File: src/sv/sst_pkg.sv
// Shared types and constants for the subscription set table.
package sst_pkg;

    localparam int SLOT_COUNT_DEF = 32;
    localparam int TOPIC_BITS_DEF = 16;
    localparam int TOPIC_IN_W     = 16;
    localparam int FUNC_W         = 2;
    localparam int STATUS_W       = 2;

    typedef enum logic [FUNC_W-1:0] {
        FN_INSERT = 2'd0,
        FN_DELETE = 2'd1,
        FN_FIND   = 2'd2
    } func_t;

    typedef enum logic [STATUS_W-1:0] {
        ST_OK        = 2'd0,
        ST_FULL      = 2'd1,
        ST_NOT_FOUND = 2'd2
    } status_t;

    typedef struct packed {
        logic wr_en;
        logic rd_en;
    } mem_ctl_t;

endpackage

File: src/sv/sst_mem.sv
// Slot memory: one write port, one read port with registered read data.
module sst_mem
    import sst_pkg::*;
#(
    parameter int SLOT_COUNT = SLOT_COUNT_DEF,
    parameter int TOPIC_BITS = TOPIC_BITS_DEF,
    localparam int AW = (SLOT_COUNT > 1) ? $clog2(SLOT_COUNT) : 1
)
(
    input  logic                  clk,
    input  mem_ctl_t              ctl,
    input  logic [AW-1:0]         wr_addr,
    input  logic [TOPIC_BITS-1:0] wr_data,
    input  logic [AW-1:0]         rd_addr,
    output logic [TOPIC_BITS-1:0] rd_data
);

    logic [TOPIC_BITS-1:0] slots_reg [SLOT_COUNT];
    logic [TOPIC_BITS-1:0] rd_data_reg;

    always_ff @(posedge clk)
    begin
        if (ctl.wr_en)
        begin
            slots_reg[wr_addr] <= wr_data;
        end
    end

    always_ff @(posedge clk)
    begin
        if (ctl.rd_en)
        begin
            rd_data_reg <= slots_reg[rd_addr];
        end
    end

    assign rd_data = rd_data_reg;

endmodule

File: src/sv/sst_ctrl.sv
// Request sequencer: clearing pass, slot scan, decision and write-back.
module sst_ctrl
    import sst_pkg::*;
#(
    parameter int SLOT_COUNT = SLOT_COUNT_DEF,
    parameter int TOPIC_BITS = TOPIC_BITS_DEF,
    localparam int AW = (SLOT_COUNT > 1) ? $clog2(SLOT_COUNT) : 1
)
(
    input  logic                  clk,
    input  logic                  rst_n,
    input  logic                  start,
    input  logic [FUNC_W-1:0]     func,
    input  logic [TOPIC_IN_W-1:0] topic,
    output logic                  busy,
    output logic                  done,
    output logic [STATUS_W-1:0]   status,
    output mem_ctl_t              mem_ctl,
    output logic [AW-1:0]         wr_addr,
    output logic [TOPIC_BITS-1:0] wr_data,
    output logic [AW-1:0]         rd_addr,
    input  logic [TOPIC_BITS-1:0] rd_data
);

    typedef enum logic [1:0] {
        S_CLEAR,
        S_IDLE,
        S_SCAN,
        S_DONE
    } state_t;

    localparam logic [TOPIC_BITS-1:0] EMPTY    = '1;
    localparam logic [AW-1:0]         LAST_IDX = AW'(SLOT_COUNT - 1);

    state_t                state_reg;
    logic [AW-1:0]         idx_reg;
    logic [AW-1:0]         hit_idx_reg;
    logic                  hit_reg;
    logic [AW-1:0]         empty_idx_reg;
    logic                  empty_reg;
    func_t                 func_reg;
    logic [TOPIC_BITS-1:0] key_reg;
    logic                  done_reg;
    status_t               status_reg;

    logic                  accept;
    logic                  reserved;
    logic                  do_write;
    logic [AW-1:0]         slot_addr;
    logic [TOPIC_BITS-1:0] slot_data;
    status_t               status_next;

    assign accept   = start && (state_reg == S_IDLE);
    assign reserved = (key_reg == EMPTY);

    always_comb
    begin
        do_write    = 1'b0;
        slot_addr   = hit_idx_reg;
        slot_data   = EMPTY;
        status_next = ST_OK;
        unique case (func_reg)
            FN_INSERT:
            begin
                if (!reserved && !hit_reg)
                begin
                    if (empty_reg)
                    begin
                        do_write  = 1'b1;
                        slot_addr = empty_idx_reg;
                        slot_data = key_reg;
                    end
                    else
                    begin
                        status_next = ST_FULL;
                    end
                end
            end
            FN_DELETE:
            begin
                do_write = !reserved && hit_reg;
            end
            FN_FIND:
            begin
                if (reserved || !hit_reg)
                begin
                    status_next = ST_NOT_FOUND;
                end
            end
            default:
            begin
                status_next = ST_OK;
            end
        endcase
    end

    always_comb
    begin
        mem_ctl.wr_en = 1'b0;
        mem_ctl.rd_en = 1'b0;
        wr_addr       = idx_reg;
        wr_data       = EMPTY;
        rd_addr       = '0;
        unique case (state_reg)
            S_CLEAR:
            begin
                mem_ctl.wr_en = 1'b1;
            end
            S_IDLE:
            begin
                mem_ctl.rd_en = accept;
            end
            S_SCAN:
            begin
                mem_ctl.rd_en = (idx_reg != LAST_IDX);
                rd_addr       = idx_reg + AW'(1);
            end
            S_DONE:
            begin
                mem_ctl.wr_en = do_write;
                wr_addr       = slot_addr;
                wr_data       = slot_data;
            end
            default:
            begin
                mem_ctl.wr_en = 1'b0;
            end
        endcase
    end

    always_ff @(posedge clk or negedge rst_n)
    begin
        if (!rst_n)
        begin
            state_reg     <= S_CLEAR;
            idx_reg       <= '0;
            hit_reg       <= 1'b0;
            empty_reg     <= 1'b0;
            done_reg      <= 1'b0;
            status_reg    <= ST_OK;
            hit_idx_reg   <= '0;
            empty_idx_reg <= '0;
            func_reg      <= FN_INSERT;
            key_reg       <= '0;
        end
        else
        begin
            done_reg <= (state_reg == S_DONE);
            unique case (state_reg)
                S_CLEAR:
                begin
                    if (idx_reg == LAST_IDX)
                    begin
                        state_reg <= S_IDLE;
                    end
                    idx_reg <= idx_reg + AW'(1);
                end
                S_IDLE:
                begin
                    if (accept)
                    begin
                        func_reg  <= func_t'(func);
                        key_reg   <= TOPIC_BITS'(topic);
                        idx_reg   <= '0;
                        hit_reg   <= 1'b0;
                        empty_reg <= 1'b0;
                        state_reg <= S_SCAN;
                    end
                end
                S_SCAN:
                begin
                    if (!hit_reg && (rd_data == key_reg))
                    begin
                        hit_reg     <= 1'b1;
                        hit_idx_reg <= idx_reg;
                    end
                    if (!empty_reg && (rd_data == EMPTY))
                    begin
                        empty_reg     <= 1'b1;
                        empty_idx_reg <= idx_reg;
                    end
                    if (idx_reg == LAST_IDX)
                    begin
                        state_reg <= S_DONE;
                    end
                    else
                    begin
                        idx_reg <= idx_reg + AW'(1);
                    end
                end
                S_DONE:
                begin
                    status_reg <= status_next;
                    state_reg  <= S_IDLE;
                end
                default:
                begin
                    state_reg <= S_IDLE;
                end
            endcase
        end
    end

    assign busy   = (state_reg != S_IDLE);
    assign done   = done_reg;
    assign status = status_reg;

    a_accept_starts_scan: assert property (@(posedge clk) disable iff (!rst_n)
        accept |=> (state_reg == S_SCAN) && (idx_reg == '0) && !hit_reg && !empty_reg)
        else $error("accepted request did not start a scan from slot zero");

    a_done_follows_decision: assert property (@(posedge clk) disable iff (!rst_n)
        (state_reg == S_DONE) |=> done_reg && (state_reg == S_IDLE))
        else $error("result strobe missing after decision");

    a_done_single: assert property (@(posedge clk) disable iff (!rst_n)
        done_reg |=> !done_reg)
        else $error("result strobe held for more than one cycle");

    a_hit_sticky: assert property (@(posedge clk) disable iff (!rst_n)
        (hit_reg && (state_reg == S_SCAN)) |=> hit_reg && $stable(hit_idx_reg))
        else $error("first match lost during scan");

    a_no_write_in_scan: assert property (@(posedge clk) disable iff (!rst_n)
        ((state_reg == S_SCAN) || (state_reg == S_IDLE)) |-> !mem_ctl.wr_en)
        else $error("slot write overlaps a scan");

endmodule

File: src/sv/subscription_set_table_unit.sv
// Top level of the subscription set table: sequencer plus slot memory.
//
// Each request scans every slot once, one slot per cycle through the memory's
// single read port, then decides and writes back at most one slot. Done rises
// with the status of the request in the same cycle that busy falls, and a new
// request is taken only once busy is low, so requests do not overlap. After
// reset the block sweeps all slots to empty, one slot per cycle, holding busy
// high until the sweep ends and only then taking the first request. The status
// strobe cannot be held off: capture status in the cycle done is high.
module subscription_set_table_unit
    import sst_pkg::*;
#(
    parameter int SLOT_COUNT = SLOT_COUNT_DEF,
    parameter int TOPIC_BITS = TOPIC_BITS_DEF
)
(
    input  logic                  clk,
    input  logic                  rst_n,
    input  logic                  start,
    input  logic [FUNC_W-1:0]     func,
    input  logic [TOPIC_IN_W-1:0] topic,
    output logic                  busy,
    output logic                  done,
    output logic [STATUS_W-1:0]   status
);

    localparam int AW = (SLOT_COUNT > 1) ? $clog2(SLOT_COUNT) : 1;

    mem_ctl_t              mem_ctl;
    logic [AW-1:0]         wr_addr;
    logic [TOPIC_BITS-1:0] wr_data;
    logic [AW-1:0]         rd_addr;
    logic [TOPIC_BITS-1:0] rd_data;

    sst_ctrl #(
        .SLOT_COUNT (SLOT_COUNT),
        .TOPIC_BITS (TOPIC_BITS)
    ) u_ctrl (
        .clk     (clk),
        .rst_n   (rst_n),
        .start   (start),
        .func    (func),
        .topic   (topic),
        .busy    (busy),
        .done    (done),
        .status  (status),
        .mem_ctl (mem_ctl),
        .wr_addr (wr_addr),
        .wr_data (wr_data),
        .rd_addr (rd_addr),
        .rd_data (rd_data)
    );

    sst_mem #(
        .SLOT_COUNT (SLOT_COUNT),
        .TOPIC_BITS (TOPIC_BITS)
    ) u_mem (
        .clk     (clk),
        .ctl     (mem_ctl),
        .wr_addr (wr_addr),
        .wr_data (wr_data),
        .rd_addr (rd_addr),
        .rd_data (rd_data)
    );

endmodule
File: config.mk
export PLATFORM = sky130hd
export DESIGN_NAME = subscription_set_table_unit
export DESIGN_NICKNAME = d
export VERILOG_FILES = /design/src/sv/sst_pkg.sv /design/src/sv/sst_mem.sv /design/src/sv/sst_ctrl.sv /design/src/sv/subscription_set_table_unit.sv
export SDC_FILE = /design/constraint.sdc
export NUM_CORES = 1
export LEC_CHECK = 0
export BUFFER_PORTS_ARGS = -buffer_cell sky130_fd_sc_hd__buf_2
export CAP_MARGIN = 30
export CELL_PAD_IN_SITES_DETAIL_PLACEMENT = 0
export CELL_PAD_IN_SITES_GLOBAL_PLACEMENT = 1
export CORE_MARGIN = 1
export CORE_UTILIZATION = 49
export CTS_BUF_LIST = sky130_fd_sc_hd__clkbuf_8 sky130_fd_sc_hd__clkbuf_16
export DETAILED_ROUTE_END_ITERATION = 7
export PLACE_DENSITY = 0.74
export SETUP_SLACK_MARGIN = 0.02
export SKIP_CTS_REPAIR_TIMING = 1
export SYNTH_ARGS = -nofsm -noshare
export SYNTH_HDL_FRONTEND = slang
export SYNTH_SLANG_ARGS = --single-unit
File: constraint.sdc
create_clock -name clk -period 3 [get_ports clk]
set_input_delay 0.75 -clock clk [delete_from_list [all_inputs] [get_ports clk]]
set_output_delay 0.75 -clock clk [all_outputs]
set_load 0.005 [all_outputs]
### Yosys cells after proc, flatten, opt, wreduce, memory -nomap -nowiden

Memory sizes are Yosys's and may differ from the RTL's. A register that Yosys moved wholly into a read port is not among the register bits.
Cells that the tools add are included.

| word-level totals | value |
|---|---|
| bits in latches | 0 |
| word-level logic and storage cells | 81 |
| memory bits (writable) | 512 |
| register bits after elaboration | 40 |
| output and inout bits | 4 |
| memory bits (read-only) | 0 |
| memories | 1 |

| operators by class | value |
|---|---|
| bitwise logic cells | 0 |
| $add $sub $neg | 1 |
| shift operators | 0 |
| divide/modulo/power cells | 0 |
| order comparisons | 0 |
| equal/unequal tests | 17 |
| reduce and logical (&&, ||, !) cells | 20 |
| multiplexer cells | 32 |
| multiply operators | 0 |

Memories:

| name | words | bits a word | rd ports | clocked after Yosys merged registers in | write ports | line | source |
|---|---|---|---|---|---|---|---|
| u_mem.slots_reg | 32 | 16 | 1 | 1 | 1 | sst_mem.sv:18 | `logic [TOPIC_BITS-1:0] slots_reg [SLOT_COUNT];` |

Operators with widths:

| kind | number |
|---|---|
| 16-bit two-way mux | 4 |
| 5-bit two-way mux | 7 |
| 16-bit equality test, second input constant | 2 |
| 16-bit equality test | 1 |
| 5-bit case mux with 3 select lines | 1 |
| 2-bit by 1-bit inequality test with 1-bit output, second input constant | 6 |
| 3-bit AND reduction | 4 |
| 2-bit two-way mux | 5 |
| 1-bit case mux with 2 select lines | 5 |
| 1-bit two-way mux | 8 |
| 2-bit case mux with 4 select lines | 1 |
| 2-bit equality test, second input constant | 3 |
| 2-bit AND reduction | 3 |
| 5-bit by 1-bit adder with 5-bit output, second input constant | 1 |
| 5-bit equality test, second input constant | 1 |
| 1-bit logical AND | 5 |
| 5-bit inequality test, second input constant | 1 |
| 2-bit by 1-bit equality test with 1-bit output, second input constant | 2 |
| 2-bit zero test | 2 |
| 2-bit case mux with 2 select lines | 1 |
| 1-bit zero test | 3 |
| 3-bit nonzero test | 1 |
| 2-bit inequality test, second input constant | 1 |
| 2-bit nonzero test | 1 |
| 1-bit logical OR | 1 |

### Longest topological paths before layout

Gate-level depths: netlist of run 1.

| depth | value |
|---|---|
| word-level depth | 8 |
| gate-level depth with buffers | 13 |
| gate-level depth less buffers | 9 |

### Modules after synthesis

From an unflattened synthesis of run 1, not the netlist that was laid out.

| second synthesis, totals | value |
|---|---|
| cells, all modules | 1,352 |
| area, all modules | 22,939.5 µm² |

Modules (own cells, without submodules):

| module | area each (µm²) | sequential area each (µm²) | cells each | instances |
|---|---|---|---|---|
| sst_mem | 20,696.1 | 15,855.2 | 1,143 | 1 |
| sst_ctrl | 2,243.4 | 1,001.0 | 209 | 1 |

### Least setup slack after synthesis of run 1

No wires, ideal clock.

| timing | value |
|---|---|
| kind | reg2reg |
| start point | reg u_ctrl.key_reg[14] |
| end point | mem u_mem.slots_reg[20][0] (netlist name), enable pin |
| path slack | -0.245 ns |
| cell stages (with the launch flop) | 8 |
| arrival | 2.836 ns |
| required time | 2.591 ns |
| cell sequence | dfrtp_1 > nand4_1 > or4_1 > buf_2 > nand2_4 > a31o_2 > nand2_1 > nor3_1 |

| between the ends | value |
|---|---|
| word-level cells in the longest chain between the ends | 8 |
| elaborated cells on any way between the ends | 12 |

Ends and longest elaborated chain:

| element | line | source |
|---|---|---|
| start, declared | sst_ctrl.sv:42 | `logic [TOPIC_BITS-1:0] key_reg;` |
| start signal, assigned | sst_ctrl.sv:163 | `key_reg <= TOPIC_BITS'(topic);` |
| 16-bit equality test (*) | sst_ctrl.sv:54 | `assign reserved = (key_reg == EMPTY);` |
| 1-bit zero test (*) | sst_ctrl.sv:65, sst_ctrl.sv:81 |  |
| 1-bit logical AND | sst_ctrl.sv:65 | `if (!reserved && !hit_reg)` |
| 1-bit two-way mux | sst_ctrl.sv:65 |  |
| 1-bit case mux with 2 select lines | sst_ctrl.sv:62 | `unique case (func_reg)` |
| 1-bit case mux with 2 select lines | sst_ctrl.sv:104 | `unique case (state_reg)` |
| 1-bit two-way mux | sst_mem.sv:23 | `if (ctl.wr_en)` |
| 1-bit two-way mux (not written as such) | sst_mem.sv:25 | `slots_reg[wr_addr] <= wr_data;` |
| end, declared | sst_mem.sv:18 |  |

Mark *: on every way between the ends. The rest lies on a longest branch, timed or not.

### Worst setup path after layout of run 1

| timing | value |
|---|---|
| start point | reg u_ctrl.func_reg[1] |
| end point | mem u_mem.slots_reg[0][9] (netlist name), enable pin |

| between the ends | value |
|---|---|
| word-level cells in the longest chain between the ends | 5 |
| elaborated cells on any way between the ends | 8 |

Ends and longest elaborated chain:

| element | line | source |
|---|---|---|
| start, declared | sst_ctrl.sv:41 | `func_t func_reg;` |
| start signal, assigned | sst_ctrl.sv:162 | `func_reg <= func_t'(func);` |
| 2-bit by 1-bit equality test with 1-bit output or 2-bit zero test (tied branches) | sst_ctrl.sv:62 |  |
| 1-bit case mux with 2 select lines | sst_ctrl.sv:62 |  |
| 1-bit case mux with 2 select lines | sst_ctrl.sv:104 |  |
| 1-bit two-way mux | sst_mem.sv:23 |  |
| 1-bit two-way mux (not written as such) | sst_mem.sv:25 |  |

Several ways; a longest one is shown, not always the timed one.

==> results of run 1 <==
worst max-delay path: stages (launching register included):
cell and delay [ns]:
dfrtp_1 0.45, nor4b_4 0.64, nand2_4 0.18, a31oi_1 0.28, nand2_1 0.40, nor3_2 0.29
buf_4 0.29
cell usage in the layout (no fill, tap or decap), drive strengths merged, types with 4 or more instances in the layout:
cell type	netlist	final
o311ai	15	15
a221oi	15	15
dfrtp	40	40
nand4b	18	18
nand4	14	14
ha	7	7
o221ai	30	30
clkbuf	69	63
nand3	97	97
a31o	5	5
nor2	29	29
clkinv	0	16
mux2	21	21
mux4	35	35
nor4	4	4
nand2	169	169
xor2	13	13
buf	27	183
a311oi	15	15
bufinv	0	8
edfxtp	528	528
a31oi	20	20
nor3	60	60
a22oi	15	15
nand2b	21	21
inv	11	27
nor2b	17	17
o21ai	57	57
o22ai	39	39
xnor2	7	7
a211oi	31	31
layer usage:
| layer | vias up | track usage |
|---|---|---|
| met5 | - | 0 |
| met4 | 0 | 0.0937 |
| met2 | 580 | 0.387 |
| met1 | 6994 | 0.383 |
| li1 | 6056 | - |
| met3 | 88 | 0.0351 |
stage by stage:
stage                util  hold WS [ns]  setup WS [ns]  TNS, ns  instances
finish              0.588         0.369          0.127        0       2245
global route        0.588         0.373         0.0201        0       2245
CTS                 0.586         0.301        -0.0288  -0.0536       2242
detailed placement  0.544         0.472        -0.0196  -0.0359       2138
global placement    0.544         0.465         0.0107        0       2138
floorplan               -         0.449         -0.245   -31.23       1453
where the power goes:
group	switching, mW	internal [mW]
combinational	3.58	2.24
clock	2.92	4.27
sequential	0.320	9.10
area by class of cell:
type,count,area share
Sequential cell,568,0.631
Clock inverter,41,0.0147
Timing Repair Buffer,184,0.0650
Multi-Input combinational cell,778,0.203
Inverter,11,0.00155
Clock buffer,63,0.0565
Tap cell,600,0.0281
cell families after synthesis:
logic type,Yosys count
buffers and inverters,107
AND/OR/NAND/NOR,442
XOR/XNOR,20
adder cells (fa/ha/maj),7
flip-flops,568
AO/OA/AOI/OAI,250
multiplexers,59
worst min-delay path by stage:
| stage | startpoint | to | slack [ns] | cells past startpoint |
|---|---|---|---|---|
| 3_5_place_dp | u_ctrl.empty_idx_reg[4] | u_ctrl.empty_idx_reg[4] | 0.47 | 2 |
| 5_1_grt | topic[5] | u_ctrl.key_reg[5] | 0.37 | 2 |
| 3_3_place_gp | u_ctrl.empty_idx_reg[2] | u_ctrl.empty_idx_reg[2] | 0.46 | 2 |
| 4_1_cts | rst_n | u_ctrl.state_reg[1] | 0.30 | 1 |
| 2_1_floorplan | rst_n | u_ctrl.done | 0.45 | 0 |
| 6_report | topic[5] | u_ctrl.key_reg[5] | 0.37 | 2 |
==> run metrics, run 1 <==
die span in y 216 microns; Avg WL per Cell 26.4 microns; clk slew on worst S/H paths 0.06 ns; CTS buffer count 56; clk sink count 568; first-pass GRT wire length 86.8 mm; Crit path required time 3.29 ns; overall power 22.4 mW; die area 46900 sq um; RSZ-0062 raised after global routing false; Synth Area in Adders 0.00389; met2 WL post-DR around 27 mm; Post-route DRC 0; Routed WL 59.2 mm; largest family of logic cells by synthesized area simple AND/OR/NAND/NOR gates; crit path launch type flop; antenna-violating nets left 0; worst relative slew slack 0.490; Final Hold Viols 0; syn_area_per_cell 15.5 sq um; Cell Area, Placed 24700 sq um; Least-Margin Pin Slew roughly 0.77 ns; # port buffers 24; layout cells sized above 1 0.221; Period minus WS final 2.87 ns; xor-xnor portion of the synthesized cell area 0.00777; power per cell area between 800 and 900 nW/um^2; crit path from u_ctrl.func_reg[1]; Sequential Area between 15000 and 20000 sq um; Worst VDD drop between 500 and 600 uV; Worst Clk Skew 0.0222 ns; row count 78; DR vias 13700; 1st-pass router iterations 5; top-level port count 25; post-synthesis compound-gate area fraction 0.0785; largest net degree at the start of global routing 66; r2r worst-path depth 6; fill count 3400; Netlist cell types 52; initial antenna violation count 1; Post-synth EDFFs 528; vias in the first global route approximately 13000; cell with the most instances after synthesis edfxtp_1; global route overflow 0; Lkg Pwr 8.58 nW; Simple-Gate Fraction of Synth Area 0.0960; max-slew violation count 0; critical path peak fanout 16; Initial Util 0.497; clk_lat worst skew 0.62 ns; Layout area overhead 18.5%; Synth area leaders edfxtp_1 70%, dfrtp_1 4.4%, mux4_2 3.5%; Die X approximately 220 microns; Met1 Routed Length 25.6 mm; Seq/Total Area, Yosys 0.748; hpwl dp 37.8 mm; Setup CP Type reg2reg; fmax 348 MHz; reg2reg end u_mem.slots_reg[0][9]; Synth Cell Area between 20000 and 25000 sq um; Synth Instances 1453; fin crit share 0.958; Total GRT Usage 0.257; max reg flops between 500 and 600; reg-to-reg startpoint u_ctrl.func_reg[1]; Yosys warnings 0; Worst R2R Setup Slack about 0.13 ns; gpl congestion approximately 0.93; max layer used met4; outcome finished clean; Antenna diodes 0; ys flop type edfxtp_1; CP endpoint kind flop; Synth Register Bits 568; most frequent cells after synthesis 528 x edfxtp_1, 168 x nand2_1, 97 x nand3_1; multi-input logic area 5420 sq um; arrival time at the worst endpoint about 3.2 ns; Clock Tree Buf Depth 3; Initial DRC Count between 1500 and 2000; CP endpoint u_mem.slots_reg[0][9]; max_cap viols 0; Synthesized Nets 1481; CTS tree yes; clock root buffer master clkbuf_16; mux share of post-synthesis cell area 0.0468; met3 wire len 4.37 mm; post-synth top area cell edfxtp_1; average vias per placed instance 6.11; Core Region 45400 sq um; post-route cell area roughly 27000 sq um; H-tree levels 2; final setup vio count 0; Nets roughly 1600; Yosys top cell area share 0.703; async set-or-reset flop fraction in the synthesized netlist 0.0704; Hold Path Class in2reg
Note: power is estimated with default switching activity, not from simulation.
==> inputs of run 2 (changes only) <==
--- a/config.mk
+++ b/config.mk
@@ -7,13 +7,11 @@
 export LEC_CHECK = 0
 export BUFFER_PORTS_ARGS = -buffer_cell sky130_fd_sc_hd__buf_2
 export CAP_MARGIN = 30
-export CELL_PAD_IN_SITES_DETAIL_PLACEMENT = 0
-export CELL_PAD_IN_SITES_GLOBAL_PLACEMENT = 1
 export CORE_MARGIN = 1
-export CORE_UTILIZATION = 49
+export CORE_UTILIZATION = 57
 export CTS_BUF_LIST = sky130_fd_sc_hd__clkbuf_8 sky130_fd_sc_hd__clkbuf_16
 export DETAILED_ROUTE_END_ITERATION = 7
-export PLACE_DENSITY = 0.74
+export PLACE_DENSITY = 0.76
 export SETUP_SLACK_MARGIN = 0.02
 export SKIP_CTS_REPAIR_TIMING = 1
 export SYNTH_ARGS = -nofsm -noshare
==> constraint.sdc (replaced) <==
create_clock -name clk -period 3 [get_ports clk]
set_input_delay 0.75 -clock clk [delete_from_list [all_inputs] [get_ports clk]]
set_output_delay 0.75 -clock clk [all_outputs]
set_load 0.05 [all_outputs]
==> run 2 against run 1 <==
Effect of this change:
- sequential share of layout area increased by 1.3 points
- maximum frequency increased by 0.55%
- critical path depth increased by 1
- via count increased by 1.1%
- critical endpoint is now u_mem.slots_reg[4][9]
- largest cell class unchanged
- largest power group unchanged
- highest routed layer unchanged
==> run metrics, run 2 (synthesis gave the netlist of run 1 again) <==
outcome finished clean (unchanged); final setup vio count 0 (unchanged); clk_lat worst skew 0.61 ns (was 0.62 ns); antenna-violating nets left 0 (unchanged); fin crit share 0.952 (was 0.958); die area 40300 sq um (was 46900 sq um); Initial DRC Count 1769 (was 1687); Core Region 38800 sq um (was 45400 sq um); Lkg Pwr 8.31 nW (was 8.58 nW); H-tree levels 2 (unchanged); CP endpoint kind flop (unchanged); Layout Utilization 0.674 (was 0.588); Initial Util 0.581 (was 0.497); power per cell area 834 nW/um^2 (was 841 nW/um^2); crit path launch type flop (unchanged); row count 72 (was 78); Hold Path Class in2async (was in2reg); fmax 350 MHz (was 348 MHz); Antenna diodes 0 (unchanged); first-pass GRT wire length 83.8 mm (was 86.8 mm); Clock Tree Buf Depth 3 (unchanged); sw frac 0.311 (was 0.304); Worst VDD drop 467 uV (was 537 uV); layout cells sized above 1 0.201 (was 0.221); Total GRT Usage 0.280 (was 0.257); initial antenna violation count 0 (was 1); crit path max-delay cell type or4_1 (was nor4b_4); worst path cell trace nand4_1, or4_1, nand2_4, a31o_2, nand2_1, nor3_2, buf_4 (was nor4b_4, nand2_4, a31oi_1, nand2_1, nor3_2, buf_4); Post-route DRC 0 (unchanged); Period minus WS final 2.86 ns (was 2.87 ns); # port buffers 24 (unchanged); RSZ-0062 raised after global routing false (unchanged); r2r worst-path depth 7 (was 6); 1st-pass router iterations 6 (was 5); Setup Slack @ Placement 0.134 ns (was -0.0196 ns); gpl congestion 0.985 (was 0.930); clk slew on worst S/H paths 0.06 ns (about the same); DR vias 13900 (was 13700); CTS buffer count 54 (was 56); clock root buffer master clkbuf_16 (unchanged); most common cell after layout, fill and taps aside edfxtp_1 (unchanged); NetSw 6.77 mW (was 6.83 mW); top-level port count 25 (unchanged); Nets 1599 (was 1627); Layout area overhead 16.0% (was 18.5%); average vias per placed instance 6.51 (was 6.11); Int Pwr 15.0 mW (was 15.6 mW); Final Hold Viols 0 (unchanged); Avg WL per Cell 26.3 microns (was 26.4 microns); Crit path required time 3.28 ns (was 3.29 ns); Setup CP Type reg2reg (unchanged); max_cap viols 0 (unchanged); die span in y 201 microns (was 216 microns); max reg flops 512 (unchanged); arrival time at the worst endpoint 3.14 ns (was 3.17 ns); reg-to-reg startpoint u_ctrl.key_reg[0] (was u_ctrl.func_reg[1]); CP peak stage delay 0.67 ns (was 0.64 ns); CTS tree yes (unchanged); fin worst setup slack 0.143 ns (was 0.127 ns); Clock Power Share 0.302 (was 0.320); worst relative slew slack 0.391 (was 0.490); reg2reg end u_mem.slots_reg[4][9] (was u_mem.slots_reg[0][9]); Least-Margin Pin Slew 0.913 ns (was 0.765 ns); max-slew violation count 0 (unchanged); combinational share of power 0.265 (was 0.260); critical path peak fanout 16 (unchanged); Routed WL 56.1 mm (was 59.2 mm); Flop pwr share 0.433 (was 0.420); Worst R2R Setup Slack 0.14 ns (was 0.13 ns); vias in the first global route 13600 (was 13300); Worst Clk Skew 0.0162 ns (was 0.0222 ns); hpwl dp 34.9 mm (was 37.8 mm); clk sink count 568 (unchanged); Fin Setup TNS 0 ns (unchanged); Die X 201 microns (was 216 microns); global route overflow 0 (unchanged); commonest cells after routing, fill and taps aside 528 x edfxtp_1, 166 x nand2_1, 104 x buf_4 (was 528 x edfxtp_1, 167 x nand2_1, 124 x buf_4); largest net degree at the start of global routing 64 (was 66)
## run 2: cell types whose count changed in the layout (fill, tap and decap cells not counted), sizes merged
cell,delta
buf,-25
clkbuf,-6
clkinv,+6
bufinv,-4
inv,-4
clkinvlp,+2
dlygate4sd3,-1
## run 2: metrics by stage
step	cells	area [sq um]	hold slack, ns	total power, mW
after CTS	2131	26100	0.287	21.7
final	2131	26200	0.281	21.8
after global placement	2033	24400	0.465	15.0
after global routing	2131	26200	0.352	22.6
after floorplan	1453	22600	0.449	13.1
after detailed placement	2033	24400	0.478	15.2
## run 2: how the worst max path moves through the flow
stage	start	endpoint	slack, ns	cells after the start
CTS	u_ctrl.key_reg[0]	u_mem.slots_reg[16][0]	0.09	7
finish	u_ctrl.key_reg[0]	u_mem.slots_reg[4][9]	0.14	7
detailed placement	u_ctrl.state_reg[0]	u_mem.rd_data[6]	0.13	9
floorplan	u_ctrl.key_reg[14]	u_mem.slots_reg[20][0]	-0.25	7
global placement	u_ctrl.idx_reg[0]	u_mem.rd_data[6]	0.20	7
global route	u_ctrl.key_reg[0]	u_mem.slots_reg[4][9]	0.05	7
## run 2: metal layers
metal  wire length, microns  global-route usage
met1                  22200               0.401
met3                   5600              0.0502
met2                  25900               0.425
met5                      0                   0
met4                   2380               0.126
## run 2: critical path, delay by kind of cell, from the launching register on
kind / cells / cell delay (ns)
buf+inv: 1 / 0.29
flops: 1 / 0.44
compound gates: 1 / 0.18
simple gates: 5 / 1.63
## run 2: power groups by stage
stage	registers, mW	clock network [mW]	logic (mW)
final	9.44	6.59	5.77
after global routing	9.47	6.92	6.18
after CTS	9.43	6.64	5.68
after detailed placement	9.58	0	5.61
after global placement	9.56	0	5.45
after floorplan	9.55	0	3.55
## run 2: final cells by class
| type | count | area (sq um) |
|---|---|---|
| multi-input cells | 778 | 5400 |
| flip-flops and latches | 568 | 16900 |
| inverters | 11 | 41.3 |
| well taps | 518 | 648 |
| clock inverters | 41 | 280 |
| clock buffers | 57 | 1430 |
| repair buffers | 158 | 1500 |
| fillers | 2474 | 12700 |
